<file path="src/hw/rtl/mdm_pkg.sv">
// Package for the modulated delay mixer: sizes, the sine ROM contents and the
// command and configuration structs shared by the controller, datapath and CSR block.
// Depends on nothing.
package mdm_pkg;

   localparam int SAMPLE_WIDTH      = 16;
   localparam int MAX_DELAY_ENTRIES = 65536;
   localparam int SINE_TABLE_BITS   = 10;

   localparam int ADDR_W       = $clog2(MAX_DELAY_ENTRIES);
   localparam int FILL_W       = ADDR_W + 1;
   localparam int LEN_W        = 17;
   localparam int TDATA_W      = ((SAMPLE_WIDTH + 7) / 8) * 8;
   localparam int SINE_ENTRIES = 1 << SINE_TABLE_BITS;
   localparam int SINE_W       = 16;
   localparam int GAIN_W       = 18;
   localparam int CHAN_W       = 4;
   localparam int CNT_W        = 3;

   localparam logic [31:0] START_PHASE_RESET = 32'd0;

   typedef logic signed [SINE_W-1:0] sine_rom_type [SINE_ENTRIES];

   // Quarter-wave odd polynomial in Q28, rounded to Q1.15.
   function automatic sine_rom_type build_sine_rom();
      sine_rom_type   rom;
      longint unsigned p;
      longint unsigned q;
      longint unsigned x;
      longint unsigned x2;
      longint unsigned t;
      longint unsigned y;
      for (int k = 0; k < SINE_ENTRIES; k++) begin
         p = (longint'(k) << (16 - SINE_TABLE_BITS)) & 64'hFFFF;
         q = p >> 14;
         x = p & 64'h3FFF;
         if (q[0]) begin
            x = 64'd16384 - x;
         end
         x2 = (x * x) >> 14;
         t  = 64'd1256734;
         t  = 64'd21392319 - ((t * x2) >> 14);
         t  = 64'd173399641 - ((t * x2) >> 14);
         t  = 64'd421657428 - ((t * x2) >> 14);
         y  = (t * x) >> 14;
         y  = (y + 64'd4096) >> 13;
         if (y > 64'd32767) begin
            y = 64'd32767;
         end
         rom[k] = q[1] ? -SINE_W'(y) : SINE_W'(y);
      end
      return rom;
   endfunction

   localparam sine_rom_type SINE_ROM = build_sine_rom();

   // Step commands from the sequencer to the datapath.
   typedef struct packed {
      logic start;      // latch sample, read delay memory and sine ROM
      logic gain_mult;  // amplitude times sine magnitude
      logic commit;     // frame gain, phase, channel count, memory write
      logic mix_mult;   // dry and wet products
      logic out_load;   // round, saturate and load the output register
   } mdm_cmd_type;

   // Effective configuration and one-cycle control pulses from the CSR block.
   typedef struct packed {
      logic [CHAN_W-1:0] chan_eff;
      logic [FILL_W-1:0] len_eff;
      logic [31:0]       phase_step;
      logic [31:0]       start_phase;
      logic [15:0]       amplitude;
      logic [15:0]       wet_eff;
      logic              clear;
      logic              phase_load;
   } mdm_cfg_type;

endpackage

</file>
<file path="src/hw/rtl/mdm_ctrl.sv">
// Sequencer of the modulated delay mixer: steps one sample through the datapath
// and owns both stream handshakes. Depends on mdm_pkg for the command struct.
module mdm_ctrl (
   input  logic                clock,
   input  logic                reset,
   input  logic                req_tvalid,
   output logic                req_tready,
   output logic                rsp_tvalid,
   input  logic                rsp_tready,
   output mdm_pkg::mdm_cmd_type cmd
);
   import mdm_pkg::*;

   typedef enum logic [2:0] {
      ST_IDLE,
      ST_READ,
      ST_GAIN,
      ST_MIX,
      ST_DONE
   } state_type;

   state_type state_ff;
   logic      rsp_valid_ff;
   logic      out_free;

   assign out_free   = !rsp_valid_ff || rsp_tready;
   assign req_tready = (state_ff == ST_IDLE);
   assign rsp_tvalid = rsp_valid_ff;

   always_comb begin
      cmd.start     = (state_ff == ST_IDLE) && req_tvalid;
      cmd.gain_mult = (state_ff == ST_READ);
      cmd.commit    = (state_ff == ST_GAIN);
      cmd.mix_mult  = (state_ff == ST_MIX);
      cmd.out_load  = (state_ff == ST_DONE) && out_free;
   end

   always_ff @(posedge clock) begin
      if (reset) begin
         state_ff     <= ST_IDLE;
         rsp_valid_ff <= 1'b0;
      end else begin
         if (cmd.out_load) begin
            rsp_valid_ff <= 1'b1;
         end else if (rsp_tready) begin
            rsp_valid_ff <= 1'b0;
         end
         case (state_ff)
            ST_IDLE: begin
               if (req_tvalid) begin
                  state_ff <= ST_READ;
               end
            end
            ST_READ: state_ff <= ST_GAIN;
            ST_GAIN: state_ff <= ST_MIX;
            ST_MIX:  state_ff <= ST_DONE;
            ST_DONE: begin
               // Holds here while an earlier result still waits on the output.
               if (out_free) begin
                  state_ff <= ST_IDLE;
               end
            end
            default: state_ff <= ST_IDLE;
         endcase
      end
   end

endmodule

</file>
<file path="config.mk">
export PLATFORM = sky130hd
export DESIGN_NAME = mdm_ctrl
export DESIGN_NICKNAME = d
export VERILOG_FILES = /design/src/hw/rtl/mdm_pkg.sv /design/src/hw/rtl/mdm_ctrl.sv
export SDC_FILE = /design/constraint.sdc
export NUM_CORES = 1
export LEC_CHECK = 0
export ABC_AREA = 1
export BUFFER_PORTS_ARGS = -buffer_cell sky130_fd_sc_hd__buf_2
export CORE_AREA = 3 3 40 42
export CTS_BUF_LIST = sky130_fd_sc_hd__clkbuf_16
export CTS_CLUSTER_SIZE = 14
export DETAILED_ROUTE_END_ITERATION = 8
export DIE_AREA = 0 0 43 45
export GPL_ROUTABILITY_DRIVEN = 0
export SETUP_SLACK_MARGIN = 0.1
export SKIP_CTS_REPAIR_TIMING = 1
export SLEW_MARGIN = 15
export SYNTH_ARGS = -nofsm -noshare
export SYNTH_HDL_FRONTEND = slang
export SYNTH_SLANG_ARGS = --single-unit
export TNS_END_PERCENT = 1
</file>
<file path="constraint.sdc">
create_clock -name clock -period 1.2 [get_ports clock]
set_input_delay 0.24 -clock clock [delete_from_list [all_inputs] [get_ports clock]]
set_output_delay 0.24 -clock clock [all_outputs]
set_load 0.01 [all_outputs]
</file>
==> flow_metrics.py, run 1 <==
metrics = {
    "setup_path": {
        "worstSetupPathType": "reg -> out",
        "cp-endpoint": "cmd[0]",
        "startpoint_type": "flop",
        "ff2ff_path_depth": 4,
        "r2r_end": "state_ff[2]$_SDFFE_PP0P_",
        "cp_num_buf_inv": 1,
        "path_max_fanout": 5,
        "cp-end-kind": "output port",
        "r2r_slack_ns": 0.44,
        "crit_chain": "nor2_4 > nand2_1 > nor2_1 > buf_2",
        "critPathSlowestCell": "dfxtp_2",
        "timing.rr.start": "rsp_tvalid$_SDFFE_PP0P_",
        "cp-startpoint": "state_ff[1]$_SDFFE_PP0P_",
        "worstPathRequired_ns": 0.96,
        "cpPeakStageDelay_ns": 0.34,
        "cpLargestDelayFamily": "flip-flops",
        "worstSetupPathDepth": 4,
        "critPathArrivalTime_ns": 0.97,
    },
    "timing": {
        "relSlewSlack_pct": 88.7,
        "hold_viol": 0,
        "setup_slack_ns": -0.00913,
        "timing.final.crit_period_ns": 1.21,
        "clock.fmax_mhz": 827,
        "rsz0062_at_grt": "true",
        "fin_hold_ws_ns": 0.220,
        "fin_worst_skew_ns": 0.00194,
        "min_period_over_period_pct": 101,
        "setup_viol": 1,
        "finalMaxSlewViolations": 0,
        "worst_slew_pin_slew_ns": 0.168,
    },
    "synth": {
        "avgSynthCellArea_um2": 6.30,
        "syn-cell-area_um2": 189,
        "synth_most_common_cell": "inv_1",
        "syn_inst": 30,
        "synth_top_area_share_pct": 42.4,
        "synth_common_cells": "inv_1 (10), nor2_1 (6), dfxtp_1 (4)",
        "postSynthNetCount": 34,
        "yosysWarningCount": 0,
        "ys_ff_latch": 4,
        "ys_async_sr_fraction_pct": 0,
        "synth_area_leader_cell": "dfxtp_1",
        "synth.area.top_cells": "dfxtp_1 (42%), inv_1 (20%), nor2_1 (12%), a21oi_1 (7.9%), nand3_1 (7.9%)",
        "ys_dominant_reg_cell": "dfxtp_1",
        "synth_cell_types": 7,
        "synth-edff-count": 0,
        "synth.yosys.seq_area_share_pct": 42.4,
    },
    "drt": {
        "drc": 0,
        "drt_iter0_drc": 3,
        "vias": 209,
        "ant_nets": 0,
        "postRouteWirelength_um": 473,
        "wl_per_cell_um": 8.16,
        "dr.pass1.iters": 4,
        "avgViaCountPerCell": 3.60,
    },
    "cts": {
        "clock_latency_ns": 0.22,
        "cts.path.max_buffers": 2,
        "cts.sinks": 4,
        "cts.clk_slew.worst_paths_ns": 0.03,
        "cts_tree": "built",
        "ctsHtreeMaxLevel": 1,
        "cts_root_buf": "clkbuf_16",
        "numCtsBuffers": 3,
    },
    "power_and_ir_drop": {
        "peakVddDrop_mv": 0.555,
        "total_power_uw": 731,
        "leakage_nw": 0.192,
        "power.density_mw_per_mm2": 2050,
    },
    "cells_and_area": {
        "nets": 49,
        "layout.cells.non_filler": 58,
        "multi_input_area_um2": 88.8,
        "drive_gt1_share_pct": 44.2,
        "fill_cells": 136,
        "insertedDiodeCount": 0,
        "seqCellArea_um2": 86.3,
        "area_growth_pct": 88.7,
    },
    "placement": {
        "dp_cells": 55,
        "portBuffers": 10,
        "hpwl_um": 365,
        "place_ws_ns": 0.166,
    },
    "status": {
        "failed_checks": "negative setup slack",
        "outcome": "finished with violations",
    },
    "die": {
        "fp-row-count": 13,
        "start_util_pct": 14.7,
        "dieArea_mm2": 0.00194,
        "die_x_um": 43,
        "core_mm2": 0.00128,
        "die_h_um": 45,
        "io_pins": 11,
    },
    "grt": {
        "grt_pass1_wl_um": 703,
        "grt_util_all_layers_pct": 5.50,
        "grt_max_degree": 6,
        "grt_overflow_total": 0,
        "antenna_found_initial": 0,
        "grt_pass1_vias": 199,
    },
    "flow_run": {
        "cap_violations": 0,
    },
    "worst_hold_path": {
        "hold_path_class": "in -> reg",
    },
}
## cell usage in the layout (no fill, tap or decap)
cell / instances
nand3_1: 3
nor2_4: 2
a21oi_1: 3
nor2_1: 3
nor2_2: 1
clkbuf_16: 3
nand2_1: 3
dfxtp_1: 1
inv_1: 10
dfxtp_2: 2
dfxtp_4: 1
o211ai_1: 1
buf_2: 10
## sequential cells by signal (all words and copies together), names as in the netlist
register,flops
state_ff,3
rsp_tvalid,1
## cells by family after synthesis
family	count (synthesis)	synth area share [%]
AND/OR/NAND/NOR	12	25.8
buffers and inverters	10	19.9
flip-flops	4	42.4
AO/OA/AOI/OAI	4	11.9
## per-layer routing
layer	track usage (%)	share of wire (%)
met1	4.58	35
met2	8.68	58
met3	3.59	7.0
met4	5.42	0
met5	0	0
## how the worst min path moves through the flow
stage          start                  endpoint  slack, ns  cells past startpoint
2_1_floorplan  reset   rsp_tvalid$_SDFFE_PP0P_       0.31                      1
3_3_place_gp   reset  state_ff[1]$_SDFFE_PP0P_       0.45                      2
3_5_place_dp   reset  state_ff[2]$_SDFFE_PP0P_       0.46                      2
4_1_cts        reset  state_ff[2]$_SDFFE_PP0P_       0.23                      2
5_1_grt        reset  state_ff[2]$_SDFFE_PP0P_       0.23                      2
6_report       reset  state_ff[1]$_SDFFE_PP0P_       0.22                      2
## power breakdown
part / switching, mW / total [mW] / internal (mW)
Combinational: 0.0347 / 0.0646 / 0.0299
Clock: 0.0868 / 0.512 / 0.425
Sequential: 0.0123 / 0.154 / 0.142
## metrics by stage
| step | setup TNS [ns] | utilization [%] | cell area (um2) |
|---|---|---|---|
| floorplan | 0 | - | 189 |
| detailed placement | 0 | 20.1 | 258 |
| CTS | -0.134 | 25.9 | 333 |
| global route | -0.153 | 27.8 | 357 |
| global placement | 0 | 20.1 | 258 |
| finish | -0.00913 | 27.8 | 357 |
## cell type report
| cell class | count | share of cell area [%] |
|---|---|---|
| Sequential cell | 4 | 24.2 |
| Clock buffer | 3 | 21.1 |
| Inverter | 10 | 10.5 |
| Timing Repair Buffer | 10 | 14.0 |
| Multi-Input combinational cell | 16 | 24.9 |
| Tap cell | 15 | 5.26 |
(Power assumes the default switching activity.)
==> run 2: changes to the inputs <==
Settings changed: CTS_BUF_LIST sky130_fd_sc_hd__clkbuf_16 to sky130_fd_sc_hd__clkbuf_4 sky130_fd_sc_hd__clkbuf_8.
==> flow_metrics.py, run 2 (same netlist as run 1, synthesis figures left out) <==
metrics = {
    "status": {
        "outcome": "finished with violations",
        "failed_checks": "negative setup slack",
    },
    "placement": {
        "dp_cells": 55,
        "portBuffers": 10,
        "hpwl_um": 365,
    },
    "drt": {
        "ant_nets": 0,
        "dr.pass1.iters": 1,
        "avgViaCountPerCell": 3.67,
        "wl_per_cell_um": 7.50,
        "drc": 0,
        "postRouteWirelength_um": 435,
        "vias": 213,
        "drt_iter0_drc": 0,
    },
    "timing": {
        "rsz0062_at_grt": "true",
        "finalMaxSlewViolations": 0,
        "hold_viol": 0,
        "setup_viol": 1,
        "fin_worst_skew_ns": 0.00186,
        "clock.fmax_mhz": 823,
        "setup_slack_ns": -0.0148,
        "min_period_over_period_pct": 101,
        "worst_slew_pin_slew_ns": 0.181,
        "relSlewSlack_pct": 87.9,
        "timing.final.crit_period_ns": 1.21,
    },
    "power_and_ir_drop": {
        "power.density_mw_per_mm2": 1210,
        "comb_power_share_pct": 17.4,
        "clkPwrFrac_pct": 42.6,
        "p_sw_share_pct": 26.1,
        "p_int_uw": 281,
        "sequentialPowerShare_pct": 40.1,
        "peakVddDrop_mv": 0.288,
        "leakage_nw": 0.171,
        "switching_power_uw": 99.2,
    },
    "cells_and_area": {
        "area_growth_pct": 66.2,
        "largest-register": "state_ff",
        "nets": 49,
        "largest_reg_flops": 3,
        "seqCellArea_um2": 91.3,
        "drive_gt1_share_pct": 48.8,
        "final_cell_mix": "buf_2 (10), inv_1 (9), nor2_1 (4)",
        "fill_cells": 149,
        "final_common_cell": "buf_2",
        "insertedDiodeCount": 0,
        "final_core_util_pct": 24.4,
        "multi_input_area_um2": 93.8,
        "layout.cells.non_filler": 58,
    },
    "die": {
        "die_x_um": 43,
        "die_h_um": 45,
        "io_pins": 11,
        "core_mm2": 0.00128,
        "start_util_pct": 14.7,
        "fp-row-count": 13,
        "dieArea_mm2": 0.00194,
    },
    "worst_hold_path": {
        "holdPathEnd": "state_ff[1]$_SDFFE_PP0P_",
        "hold_path_class": "in -> reg",
        "hp-start": "reset",
        "min_path_cells": 2,
    },
    "cts": {
        "clock_latency_ns": 0.23,
        "cts.sinks": 4,
        "numCtsBuffers": 3,
        "ctsHtreeMaxLevel": 1,
        "cts_root_buf": "clkbuf_4",
        "cts.path.max_buffers": 2,
        "cts.clk_slew.worst_paths_ns": 0.04,
        "cts_tree": "built",
    },
    "grt": {
        "antenna_found_initial": 0,
        "grt_overflow_total": 0,
        "grt_pass1_wl_um": 683,
        "grt_pass1_vias": 191,
        "grt_use_met3_pct": 2.39,
        "met2_usage_pct": 8.08,
        "grt_util_met1_pct": 4.58,
        "grt_util_all_layers_pct": 5.33,
        "grt_max_degree": 6,
        "busiest_layer": "met2",
    },
    "setup_path": {
        "timing.rr.start": "rsp_tvalid$_SDFFE_PP0P_",
        "critPathArrivalTime_ns": 0.97,
        "cp-end-kind": "output port",
        "worstSetupPathType": "reg -> out",
        "path_max_fanout": 4,
        "ff2ff_path_depth": 4,
        "r2r_slack_ns": 0.41,
        "startpoint_type": "flop",
        "worstPathRequired_ns": 0.96,
        "cpPeakStageDelay_ns": 0.35,
        "r2r_end": "state_ff[2]$_SDFFE_PP0P_",
        "crit_chain": "nor2_4 > nand2_1 > nor2_1 > buf_2",
        "critPathSlowestCell": "dfxtp_4",
    },
    "flow_run": {
        "cap_violations": 0,
    },
}
## run 2: area by class of cell
class / instances / share of cell area, %
clock buffer: 3 / 7.17
multi-input combinational: 16 / 29.9
sequential: 4 / 29.1
inverter: 10 / 12.0
timing repair buffer: 10 / 15.9
tap: 15 / 5.98
## run 2: critical path: cells and delay by family, from the launching register on
kind	cells	cell delay, ns
buffers and inverters	1	0.13
flip-flops	1	0.35
AND/OR/NAND/NOR	3	0.27
## run 2: worst max-delay path by stage
stage	from	end	slack, ns	depth (start not counted)
after floorplan	state_ff[0]$_SDFFE_PP0P_	cmd[0]	0.28	3
after global placement	state_ff[0]$_SDFFE_PP0P_	cmd[0]	0.20	4
after detailed placement	state_ff[0]$_SDFFE_PP0P_	cmd[4]	0.17	4
after CTS	state_ff[0]$_SDFFE_PP0P_	cmd[4]	-0.09	4
after global routing	state_ff[2]$_SDFFE_PP0P_	cmd[4]	-0.06	4
final	state_ff[2]$_SDFFE_PP0P_	cmd[4]	-0.01	4
## run 2: per-stage QoR
step	setup TNS [ns]	hold WS, ns	setup WS [ns]	power, mW	instance area [um2]
6_report	-0.0148	0.205	-0.0148	0.380	314
5_1_grt	-0.143	0.210	-0.0621	0.414	314
4_1_cts	-0.202	0.208	-0.0865	0.384	280
3_5_place_dp	0	0.457	0.166	0.211	258
3_3_place_gp	0	0.453	0.203	0.211	258
2_1_floorplan	0	0.309	0.277	0.185	189
## run 2: power by group through the flow
| stage | logic (mW) | registers [mW] | clock network, mW |
|---|---|---|---|
| detailed placement | 0.0613 | 0.150 | 0 |
| finish | 0.0660 | 0.152 | 0.162 |
| CTS | 0.0614 | 0.148 | 0.174 |
| global placement | 0.0609 | 0.150 | 0 |
| floorplan | 0.0362 | 0.149 | 0 |
| global route | 0.0730 | 0.154 | 0.186 |
## run 2: routing by layer
layer,up-vias,wire length [um]
li1,114,-
met1,94,145
met2,5,256
met3,0,33
met4,0,0
met5,-,0
