File: src/hw/rtl/mdm_pkg.sv
// Package for the modulated delay mixer: sizes, the sine ROM contents and the
// command and configuration structs shared by the controller, datapath and CSR block.
// Depends on nothing.
package mdm_pkg;

   localparam int SAMPLE_WIDTH      = 16;
   localparam int MAX_DELAY_ENTRIES = 65536;
   localparam int SINE_TABLE_BITS   = 10;

   localparam int ADDR_W       = $clog2(MAX_DELAY_ENTRIES);
   localparam int FILL_W       = ADDR_W + 1;
   localparam int LEN_W        = 17;
   localparam int TDATA_W      = ((SAMPLE_WIDTH + 7) / 8) * 8;
   localparam int SINE_ENTRIES = 1 << SINE_TABLE_BITS;
   localparam int SINE_W       = 16;
   localparam int GAIN_W       = 18;
   localparam int CHAN_W       = 4;
   localparam int CNT_W        = 3;

   localparam logic [31:0] START_PHASE_RESET = 32'd0;

   typedef logic signed [SINE_W-1:0] sine_rom_type [SINE_ENTRIES];

   // Quarter-wave odd polynomial in Q28, rounded to Q1.15.
   function automatic sine_rom_type build_sine_rom();
      sine_rom_type   rom;
      longint unsigned p;
      longint unsigned q;
      longint unsigned x;
      longint unsigned x2;
      longint unsigned t;
      longint unsigned y;
      for (int k = 0; k < SINE_ENTRIES; k++) begin
         p = (longint'(k) << (16 - SINE_TABLE_BITS)) & 64'hFFFF;
         q = p >> 14;
         x = p & 64'h3FFF;
         if (q[0]) begin
            x = 64'd16384 - x;
         end
         x2 = (x * x) >> 14;
         t  = 64'd1256734;
         t  = 64'd21392319 - ((t * x2) >> 14);
         t  = 64'd173399641 - ((t * x2) >> 14);
         t  = 64'd421657428 - ((t * x2) >> 14);
         y  = (t * x) >> 14;
         y  = (y + 64'd4096) >> 13;
         if (y > 64'd32767) begin
            y = 64'd32767;
         end
         rom[k] = q[1] ? -SINE_W'(y) : SINE_W'(y);
      end
      return rom;
   endfunction

   localparam sine_rom_type SINE_ROM = build_sine_rom();

   // Step commands from the sequencer to the datapath.
   typedef struct packed {
      logic start;      // latch sample, read delay memory and sine ROM
      logic gain_mult;  // amplitude times sine magnitude
      logic commit;     // frame gain, phase, channel count, memory write
      logic mix_mult;   // dry and wet products
      logic out_load;   // round, saturate and load the output register
   } mdm_cmd_type;

   // Effective configuration and one-cycle control pulses from the CSR block.
   typedef struct packed {
      logic [CHAN_W-1:0] chan_eff;
      logic [FILL_W-1:0] len_eff;
      logic [31:0]       phase_step;
      logic [31:0]       start_phase;
      logic [15:0]       amplitude;
      logic [15:0]       wet_eff;
      logic              clear;
      logic              phase_load;
   } mdm_cfg_type;

endpackage

File: src/hw/rtl/mdm_csr.sv
// Configuration register file of the modulated delay mixer on an APB-style port.
// Depends on mdm_pkg for sizes and the configuration struct.
module mdm_csr (
   input  logic                clock,
   input  logic                reset,
   input  logic                csr_psel,
   input  logic                csr_penable,
   input  logic                csr_pwrite,
   input  logic [4:0]          csr_paddr,
   input  logic [31:0]         csr_pwdata,
   output logic [31:0]         csr_prdata,
   output mdm_pkg::mdm_cfg_type cfg
);
   import mdm_pkg::*;

   localparam logic [2:0] REG_CHANNELS    = 3'd0;
   localparam logic [2:0] REG_BUFFER_LEN  = 3'd1;
   localparam logic [2:0] REG_PHASE_STEP  = 3'd2;
   localparam logic [2:0] REG_START_PHASE = 3'd3;
   localparam logic [2:0] REG_AMPLITUDE   = 3'd4;
   localparam logic [2:0] REG_WETNESS     = 3'd5;

   logic [CHAN_W-1:0] channels_ff;
   logic [LEN_W-1:0]  buffer_length_ff;
   logic [31:0]       phase_step_ff;
   logic [31:0]       start_phase_ff;
   logic [15:0]       amplitude_ff;
   logic [15:0]       wetness_ff;

   logic       wr_en;
   logic [2:0] reg_idx;

   assign wr_en   = csr_psel & csr_penable & csr_pwrite;
   assign reg_idx = csr_paddr[4:2];

   always_ff @(posedge clock) begin
      if (reset) begin
         channels_ff      <= CHAN_W'(2);
         buffer_length_ff <= LEN_W'(65536);
         phase_step_ff    <= 32'd89478;
         start_phase_ff   <= START_PHASE_RESET;
         amplitude_ff     <= 16'd4096;
         wetness_ff       <= 16'd16384;
      end else if (wr_en) begin
         case (reg_idx)
            REG_CHANNELS:    channels_ff      <= csr_pwdata[CHAN_W-1:0];
            REG_BUFFER_LEN:  buffer_length_ff <= csr_pwdata[LEN_W-1:0];
            REG_PHASE_STEP:  phase_step_ff    <= csr_pwdata;
            REG_START_PHASE: start_phase_ff   <= csr_pwdata;
            REG_AMPLITUDE:   amplitude_ff     <= csr_pwdata[15:0];
            REG_WETNESS:     wetness_ff       <= csr_pwdata[15:0];
            default: ;
         endcase
      end
   end

   always_comb begin
      case (reg_idx)
         REG_CHANNELS:    csr_prdata = 32'(channels_ff);
         REG_BUFFER_LEN:  csr_prdata = 32'(buffer_length_ff);
         REG_PHASE_STEP:  csr_prdata = phase_step_ff;
         REG_START_PHASE: csr_prdata = start_phase_ff;
         REG_AMPLITUDE:   csr_prdata = 32'(amplitude_ff);
         REG_WETNESS:     csr_prdata = 32'(wetness_ff);
         default:         csr_prdata = 32'd0;
      endcase
   end

   always_comb begin
      if (channels_ff == '0) begin
         cfg.chan_eff = CHAN_W'(1);
      end else if (channels_ff > CHAN_W'(8)) begin
         cfg.chan_eff = CHAN_W'(8);
      end else begin
         cfg.chan_eff = channels_ff;
      end

      if (buffer_length_ff == '0) begin
         cfg.len_eff = FILL_W'(1);
      end else if (32'(buffer_length_ff) > 32'(MAX_DELAY_ENTRIES)) begin
         cfg.len_eff = FILL_W'(MAX_DELAY_ENTRIES);
      end else begin
         cfg.len_eff = FILL_W'(buffer_length_ff);
      end

      cfg.wet_eff     = (wetness_ff > 16'd32768) ? 16'd32768 : wetness_ff;
      cfg.phase_step  = phase_step_ff;
      cfg.start_phase = csr_pwdata;
      cfg.amplitude   = amplitude_ff;
      // Changing the length or the depth empties the delay memory.
      cfg.clear       = wr_en && (reg_idx == REG_BUFFER_LEN || reg_idx == REG_AMPLITUDE);
      cfg.phase_load  = wr_en && (reg_idx == REG_START_PHASE);
   end

endmodule

File: config.mk
export PLATFORM = sky130hd
export DESIGN_NAME = mdm_csr
export DESIGN_NICKNAME = d
export VERILOG_FILES = /design/src/hw/rtl/mdm_pkg.sv /design/src/hw/rtl/mdm_csr.sv
export SDC_FILE = /design/constraint.sdc
export NUM_CORES = 1
export LEC_CHECK = 0
export ABC_AREA = 1
export BUFFER_PORTS_ARGS = -buffer_cell sky130_fd_sc_hd__buf_2
export CORE_MARGIN = 2
export CORE_UTILIZATION = 30
export DETAILED_ROUTE_END_ITERATION = 10
export SYNTH_ARGS = -nofsm -noshare
export SYNTH_HDL_FRONTEND = slang
export SYNTH_SLANG_ARGS = --single-unit
File: constraint.sdc
create_clock -name clock -period 2.06 [get_ports clock]
set_clock_uncertainty 0.2 [all_clocks]
set_input_delay 0.618 -clock clock [delete_from_list [all_inputs] [get_ports clock]]
set_output_delay 0.618 -clock clock [all_outputs]
set_load 0.02 [all_outputs]
==> results of run 1 <==
cell type report:
class	instances	area (sq um)	area share, %
Multi-Input combinational cell	531	3220	34.6
Timing Repair Buffer	284	2410	25.9
Sequential cell	117	2350	25.3
Clock buffer	20	457	4.91
Inverter	78	345	3.71
Tap cell	234	293	3.15
Clock inverter	12	225	2.42
Timing Repair inverter	1	8.76	0.0941
per-stage QoR:
step           power, W  area, sq um  cells  hold WS (ns)
4_1_cts         0.00651         9050   1275         0.252
5_1_grt         0.00670         9310   1277         0.271
3_3_place_gp    0.00293         7340   1224         0.280
6_report        0.00649         9310   1277         0.265
2_1_floorplan   0.00269         5860    806         0.262
3_5_place_dp    0.00293         7340   1224         0.286
synth_stat cells, types with 12 or more instances:
| cell | n |
|---|---|
| nand4_1 | 14 |
| nor2_1 | 193 |
| o21ai_0 | 102 |
| a21boi_0 | 16 |
| o21ai_1 | 22 |
| nand2_1 | 84 |
| clkbuf_1 | 23 |
| buf_4 | 43 |
| a21oi_1 | 62 |
| inv_1 | 73 |
| dfxtp_1 | 117 |
| buf_2 | 12 |
logic make-up after synthesis:
logic type | after synthesis | synth area share [%]
buf+inv | 159 | 14.1
flops | 117 | 41.6
simple gates | 317 | 24.0
compound gates | 213 | 20.2
where the power goes:
| part | switching [W] | internal (W) | total (W) | leakage [nW] |
|---|---|---|---|---|
| registers | 0.0000220 | 0.00229 | 0.00232 | 0.949 |
| clock network | 0.00110 | 0.00233 | 0.00343 | 0.322 |
| logic | 0.000446 | 0.000297 | 0.000743 | 3.15 |
state kept, by name (all words and copies together), names as in the netlist:
register / flops
phase_step_ff: 32
start_phase_ff: 32
buffer_length_ff: 17
amplitude_ff: 16
wetness_ff: 16
channels_ff: 4
per-layer routing:
metal,share of wire [%],GRT usage [%],up-vias
li1,-,-,3018
met1,45,29.5,2908
met2,47,33.9,242
met3,5.8,4.31,51
met4,2.4,6.84,0
met5,0,0,-
path summary, 6_finish.rpt:
path / to / slack, ns
hold reg to reg: start_phase_ff[27]$_SDFFE_PP0P_ / 0.30
setup reg to reg: wetness_ff[15]$_SDFFE_PP0P_ / 1.01
hold / removal: start_phase_ff[28]$_SDFFE_PP0P_ / 0.26
setup / recovery: cfg[15] / -0.49
critical path, delay by kind of cell, from the launching register on:
kind	cells	cell delay (ns)
flip-flops	1	0.32
buffers and inverters	2	0.31
AND/OR/NAND/NOR	4	0.52
AO/OA/AOI/OAI	1	0.17
what timing repair did:
| item | 4_1_cts | 5_1_grt |
|---|---|---|
| cloned | 8 | 0 |
| resized for setup | 251 | 73 |
| buffers inserted | 13 | 5 |
| pin swaps | 29 | 30 |
| setup endpoints to repair | 65 | 68 |
==> results.tsv, run 1 <==
metric	value	unit
status	finished, violations left	
failing checks	negative setup slack	
most frequent cells in the layout	nor2_1 (170), buf_2 (121), dfxtp_1 (109)	
Final min period	2.55	ns
Hold Vio Cnt, Final	0	
largest net degree at the start of global routing	63	
global route total overflow	0	
CP Cell Sequence	nor2_2 > nand3_1 > nor2_2 > nand2_2 > buf_6 > a21oi_4 > buf_6	
fin crit share	124	%
area share of the largest cell type after synthesis	41.6	%
PortBufs	190	
Initial DRT Pass Iterations	5	
Avg Cell Area, Syn	6.98	sq um
Die Width	141	microns
CTS tree	done	
R2R cell count	3	
PwrDens	698	nW/um^2
DR iter-0 viols	391	
FP Rows	50	
core utilization of the finished layout	50.1	%
Crit. Startpoint	wetness_ff[9]$_SDFFE_PP0P_	
die height	141	microns
area grow syn2layout	65.3	%
die area	19900	sq um
RR Startpoint	wetness_ff[15]$_SDFFE_PP0P_	
routed via count	6219	
first-pass GRT wire length	32800	microns
synthesis warning total	0	
DRT antenna net count	0	
Hold Path Origin	csr_pwdata[28]	
worst-case clock buffer depth	2	
vias in the first global route	5958	
Seq/Total Area, Yosys	41.6	%
ANT cells	0	
Final Setup Violations	65	
drt wl/cell	16.8	microns
Total GRT Usage	21.5	%
kind of critical path	flop to primary output	
drt via density	4.87	
asr flop ratio synth	0	%
Crit. End Element	primary output	
count of cell types in the netlist	25	
data required time of the worst path	1.24	ns
top post-synthesis cells by area	dfxtp_1 (42%), nor2_1 (13%), o21ai_0 (9.1%)	
DRC Markers	0	
DP Worst Slack	-0.463	ns
pins over their slew limit	0	
Post-DP HPWL	13400	microns
fill count	1732	
biggest area consumer among synthesized cells	dfxtp_1	
Clk pin slew, worst setup/hold paths	0.05	ns
DRT Wirelength	21500	microns
Primary FF master, synth	dfxtp_1	
cell leakage power	4.42	nW
hold crit path type	primary input to flop	
Net count, final	1072	
CTS Hold Bufs	0	
Crit Path Max Fanout	6	
Worst Tran Pin Value	0.324	ns
Max-Cap Viols	0	
slowest stage delay, CP	0.32	ns
CTS sink cnt	117	
Critical Path AT	1.73	ns
initial core utilization	30.3	%
PnR worst setup slack	-0.492	ns
I/O pin count	193	
CTS Buf Count	17	
initial antenna violation count	0	
Achievable Freq	392	MHz
relative slew slack	78.4	%
htree depth	4	
unrepaired setup endpoints after global routing	yes	
CORE AREA	18600	sq um
leading cell type in the layout, fill and taps excluded	nor2_1	
Final GP Congestion	0.848	
layout cells sized above 1	44.9	%
#FFs+latches synth	117	
CTS Root Buffer Type	clkbuf_16	
Synth Instances	806	
Cell Area, Synth	5630	sq um
Critical Path Slowest Stage Cell	dfxtp_2	
later-pin clock latency in the skew report	0.41	ns
Post-synth EDFFs	0	
hold path cells	3	
final setup TNS	-22.98	ns
CP startpoint kind	flop	
VDD IR max	590	uV
syn nets	848	
(Power assumes the default switching activity.)
==> inputs of run 2 (changes only) <==
--- a/config.mk
+++ b/config.mk
@@ -7,9 +7,12 @@
 export LEC_CHECK = 0
 export ABC_AREA = 1
 export BUFFER_PORTS_ARGS = -buffer_cell sky130_fd_sc_hd__buf_2
+export CORE_ASPECT_RATIO = 1.25
 export CORE_MARGIN = 2
 export CORE_UTILIZATION = 30
+export CTS_CLUSTER_DIAMETER = 100
 export DETAILED_ROUTE_END_ITERATION = 10
+export SLEW_MARGIN = 40
 export SYNTH_ARGS = -nofsm -noshare
 export SYNTH_HDL_FRONTEND = slang
 export SYNTH_SLANG_ARGS = --single-unit
==> run 2 against run 1 <==
Worst setup slack better by 0.030 ns; cell count is 0.55% higher; the run still ends with negative setup slack left; core utilization is 0.30 points lower; die area hardly changed; first-iteration DRC count is 16% lower; clock power is 8.5% lower; routed wire length is 3.9% lower; sequential cell count stayed put; critical endpoint is now cfg[3].
==> results.tsv, run 2 (synthesis results as in run 1) <==
metric	value	unit
DRT Wirelength	20600	microns
clock network fraction of design power	50.8	%
CTS Root Buffer Type	clkbuf_16	
DRT antenna net count	0	
PortBufs	190	
routed via count	6187	
Total GRT Usage	20.5	%
die area	19900	sq um
PwrDens	669	nW/um^2
die height	157	microns
Net Sw Frac	26.9	%
hold slack	0.243	ns
PnR worst setup slack	-0.462	ns
Final GP Congestion	0.867	
area after detailed placement	7290	sq um
fin crit share	122	%
worst-case clock buffer depth	2	
RR Startpoint	wetness_ff[15]$_SDFFE_PP0P_	
CTS sink cnt	117	
vias in the first global route	5932	
kind of critical path	flop to primary output	
I/O pin count	193	
reg2reg setup slack	1.03	ns
later-pin clock latency in the skew report	0.42	ns
CTS tree	done	
biggest regs	phase_step_ff x32, start_phase_ff x32, buffer_length_ff x17	
Max-Cap Viols	0	
htree depth	4	
layout cells sized above 1	46.4	%
Initial DRT Pass Iterations	5	
CTS Hold Bufs	0	
Reg power frac	37.4	%
unrepaired setup endpoints after global routing	yes	
Int Power	0.00452	W
Critical Path AT	1.70	ns
worst hold endpoint	start_phase_ff[27]$_SDFFE_PP0P_	
DR iter-0 viols	327	
R2R cell count	3	
Clk pin slew, worst setup/hold paths	0.06	ns
area grow syn2layout	64.2	%
cell leakage power	4.47	nW
Final Setup Violations	65	
hold path cells	3	
initial antenna violation count	1	
relative slew slack	76.9	%
CTS Buf Count	17	
final setup TNS	-22.62	ns
first-pass GRT wire length	31600	microns
largest net degree at the start of global routing	61	
VDD IR max	384	uV
DP Worst Slack	-0.441	ns
DRC Markers	0	
Achievable Freq	396	MHz
Crit Path Max Fanout	5	
Psw	0.00166	W
data required time of the worst path	1.24	ns
final instance area	9240	sq um
Hold Path Origin	csr_pwdata[27]	
global route total overflow	0	
leading cell type in the layout, fill and taps excluded	nor2_1	
Worst Tran Pin Value	0.346	ns
Comb pwr share	11.7	%
Net count, final	1080	
drt wl/cell	16.1	microns
Final min period	2.52	ns
Post-DP HPWL	13700	microns
most frequent cells in the layout	nor2_1 (165), buf_2 (123), dfxtp_1 (110)	
Hold Vio Cnt, Final	0	
failing checks	negative setup slack	
CP startpoint kind	flop	
Crit. End Element	primary output	
initial core utilization	30.3	%
status	finished, violations left	
FP Rows	56	
hold crit path type	primary input to flop	
pins over their slew limit	0	
drt via density	4.82	
Die Width	127	microns
CORE AREA	18600	sq um
worst reg2reg path endpoint	wetness_ff[15]$_SDFFE_PP0P_	
==> run 2: cell count changes in the layout (fill, tap and decap cells not counted), sizes merged <==
cell,before,now
buf,284,294
inv,77,84
bufinv,6,3
clkbuf,20,17
clkinvlp,3,0
clkinv,5,6
diode,0,1
nand2,90,89
==> run 2: critical path, cell delays in order (launching register included) <==
cell and delay, ns:
dfxtp_2 0.33, nor2_4 0.10, nand3_2 0.10, nor2_2 0.13, nand2_2 0.10, buf_6 0.15, a21oi_2 0.19, buf_4 0.18
==> run 2: stage by stage <==
| stage | instances | utilization (%) | total power [W] |
|---|---|---|---|
| after floorplan | 806 | - | 0.00269 |
| after global placement | 1228 | 39.3 | 0.00291 |
| after detailed placement | 1228 | 39.3 | 0.00291 |
| after CTS | 1283 | 48.3 | 0.00621 |
| after global routing | 1284 | 49.8 | 0.00639 |
| final | 1284 | 49.8 | 0.00618 |
==> run 2: routing by layer <==
metal	vias to the layer above	track usage, %	routed length [microns]
li1	3037	-	-
met1	2854	24.7	8430
met2	243	33.6	10100
met3	53	4.96	1190
met4	0	11.3	905
met5	-	0	0
==> run 2: timing repair <==
item / in CTS / in global routing
pin swaps: 36 / 38
setup buffers: 19 / 6
setup endpoints to repair: 65 / 67
resized for setup: 238 / 95
cloned: 6 / 1
==> run 2: cell type report <==
cell class                 instances  area (sq um)
multi-input combinational        530          3260
timing repair buffer             294          2390
antenna                            1          2.50
clock buffer                      17           425
fill                            1770          9330
sequential                       117          2350
clock inverter                    15           194
tap                              232           290
inverter                          78           333
==> run 2: how the worst max path moves through the flow <==
stage	from	to	cells after the start
2_1_floorplan	buffer_length_ff[0]$_SDFFE_PP0P_	cfg[100]	6
3_3_place_gp	csr_paddr[2]	csr_prdata[2]	10
3_5_place_dp	csr_paddr[3]	csr_prdata[13]	8
4_1_cts	wetness_ff[0]$_SDFFE_PP0P_	cfg[3]	7
5_1_grt	wetness_ff[5]$_SDFFE_PP0P_	cfg[2]	8
6_report	wetness_ff[5]$_SDFFE_PP0P_	cfg[3]	7
==> run 2: power groups by stage <==
stage	combinational, W	clock, W	sequential (W)
floorplan	0.000316	0	0.00237
global placement	0.000548	0	0.00236
detailed placement	0.000551	0	0.00236
CTS	0.000706	0.00319	0.00231
global route	0.000775	0.00329	0.00232
finish	0.000727	0.00314	0.00232
==> inputs of run 3 (changes only) <==
--- a/config.mk
+++ b/config.mk
@@ -12,6 +12,7 @@
 export CORE_UTILIZATION = 30
 export CTS_CLUSTER_DIAMETER = 100
 export DETAILED_ROUTE_END_ITERATION = 10
+export RECOVER_POWER = 100
 export SLEW_MARGIN = 40
 export SYNTH_ARGS = -nofsm -noshare
 export SYNTH_HDL_FRONTEND = slang
==> run 3 against run 2 <==
The flow still finishes with violations (negative setup slack); power decreased by 0.40%; sequential power about the same; sequential share of layout area increased by 0.53 points; routed wire length decreased by 0.27%; core utilization decreased by 1.0 points; non-clock buffer count unchanged; clock-buffer cell count unchanged; first-iteration DRC count increased by 4.6%; combinational power decreased by 3.4%; global-route usage unchanged; worst setup slack got worse by 0.0086 ns; sequential cell count unchanged; largest power group unchanged.
==> results.tsv, run 3 (synthesis results as in run 1) <==
metric	value	unit
data required time of the worst path	1.24	ns
status	finished, violations left	
Initial DRT Pass Iterations	5	
Worst Tran Pin Value	0.539	ns
CTS Hold Bufs	0	
CORE AREA	18600	sq um
drt wl/cell	16.0	microns
Crit. End Element	primary output	
Placed Cells	1228	
global route total overflow	0	
vias in the first global route	5932	
Final GP Congestion	0.867	
Crit Path Max Fanout	5	
pins over their slew limit	0	
PortBufs	190	
later-pin clock latency in the skew report	0.42	ns
area after detailed placement	7290	sq um
PnR worst setup slack	-0.471	ns
CTS Buf Count	17	
final setup TNS	-24.92	ns
FP Rows	56	
biggest regs	phase_step_ff x32, start_phase_ff x32, buffer_length_ff x17	
core utilization of the finished layout	48.8	%
Clk pin slew, worst setup/hold paths	0.06	ns
hold slack	0.243	ns
delay-heaviest family, CP	simple AND/OR/NAND/NOR gates	
Achievable Freq	395	MHz
DRT antenna net count	0	
area grow syn2layout	60.8	%
CTS sink cnt	117	
die height	157	microns
CP startpoint kind	flop	
Buf/Inv on CP	2	
fill count	1824	
Total GRT Usage	20.5	%
Die Width	127	microns
Critical Path AT	1.71	ns
worst-case clock buffer depth	2	
DRT Wirelength	20600	microns
drt via density	4.82	
PwrDens	680	nW/um^2
Final min period	2.53	ns
routed via count	6189	
largest net degree at the start of global routing	61	
slowest stage delay, CP	0.33	ns
Post-DP HPWL	13700	microns
Max-Cap Viols	0	
first-pass GRT wire length	31600	microns
DRC Markers	0	
CTS tree	done	
I/O pin count	193	
cell leakage power	4.16	nW
kind of critical path	flop to primary output	
CP Cell Sequence	nor2_4 > nand3_2 > nor2_2 > nand2_2 > buf_6 > a21oi_2 > buf_4	
initial antenna violation count	1	
fin crit share	123	%
fin cells	1284	
die area	19900	sq um
Net count, final	1080	
Final Setup Violations	65	
initial core utilization	30.3	%
htree depth	4	
VDD IR max	385	uV
leading cell type in the layout, fill and taps excluded	nor2_1	
hold crit path type	primary input to flop	
most frequent cells in the layout	nor2_1 (166), dfxtp_1 (110), buf_4 (87)	
Hold Vio Cnt, Final	0	
Critical Path Slowest Stage Cell	dfxtp_2	
CTS Root Buffer Type	clkbuf_16	
final instance area	9050	sq um
failing checks	negative setup slack	
unrepaired setup endpoints after global routing	yes	
relative slew slack	64.1	%
DR iter-0 viols	342	
layout cells sized above 1	38.1	%
==> run 3: cell types whose count changed in the layout (fill, tap and decap cells not counted), moves of 4 or more <==
cell      before  now
clkbuf_2       0    4
clkbuf_1       0   84
buf_4         97   87
clkbuf_4       0    9
buf_2        123   40
buf_12        20   16
==> run 3: report_power, final <==
group	switching, W	total, W	internal, W
Combinational	0.000429	0.000702	0.000273
Clock	0.00121	0.00314	0.00193
Sequential	0.0000233	0.00232	0.00229
Total	0.00166	0.00616	0.00450
==> run 3: final timing paths <==
kind                                         from                              end  slack [ns]  cells after the start
setup / recovery       wetness_ff[5]$_SDFFE_PP0P_                           cfg[3]       -0.47                      7
hold / removal                     csr_pwdata[27]  start_phase_ff[27]$_SDFFE_PP0P_        0.24                      3
setup reg to reg      wetness_ff[15]$_SDFFE_PP0P_      wetness_ff[15]$_SDFFE_PP0P_        1.02                      3
hold reg to reg   start_phase_ff[28]$_SDFFE_PP0P_  start_phase_ff[28]$_SDFFE_PP0P_        0.30                      2
==> run 3: what timing repair did <==
action	CTS	global route
buffers inserted	19	6
resized for setup	238	95
gates cloned	6	1
pin swaps	36	38
endpoints found under the setup margin	65	67
==> run 3: routing by layer <==
layer | vias up | track usage, % | share of wire [%]
li1 | 3046 | - | -
met1 | 2861 | 24.7 | 41
met2 | 228 | 33.6 | 49
met3 | 54 | 4.96 | 5.5
met4 | 0 | 11.3 | 4.3
met5 | - | 0 | 0
==> run 3: area by class of cell <==
cell class	instances	area (sq um)	area share, %
Multi-Input combinational cell	530	3240	35.7
Tap cell	232	290	3.21
Clock buffer	17	425	4.70
Clock inverter	15	194	2.14
Antenna cell	1	2.50	0.0276
Inverter	78	333	3.68
Timing Repair Buffer	294	2220	24.5
Sequential cell	117	2350	26.0
==> run 3: per-stage QoR <==
| stage | worst slack (ns) | total power (W) |
|---|---|---|
| final | -0.471 | 0.00616 |
| after global routing | -0.545 | 0.00636 |
| after CTS | -0.464 | 0.00621 |
| after detailed placement | -0.441 | 0.00291 |
| after global placement | -0.432 | 0.00291 |
| after floorplan | -0.0348 | 0.00269 |
==> run 3: worst min-delay path: stages <==
cell and delay [ns]:
buf_2 0.09, nor2_1 0.04, nor2_1 0.08
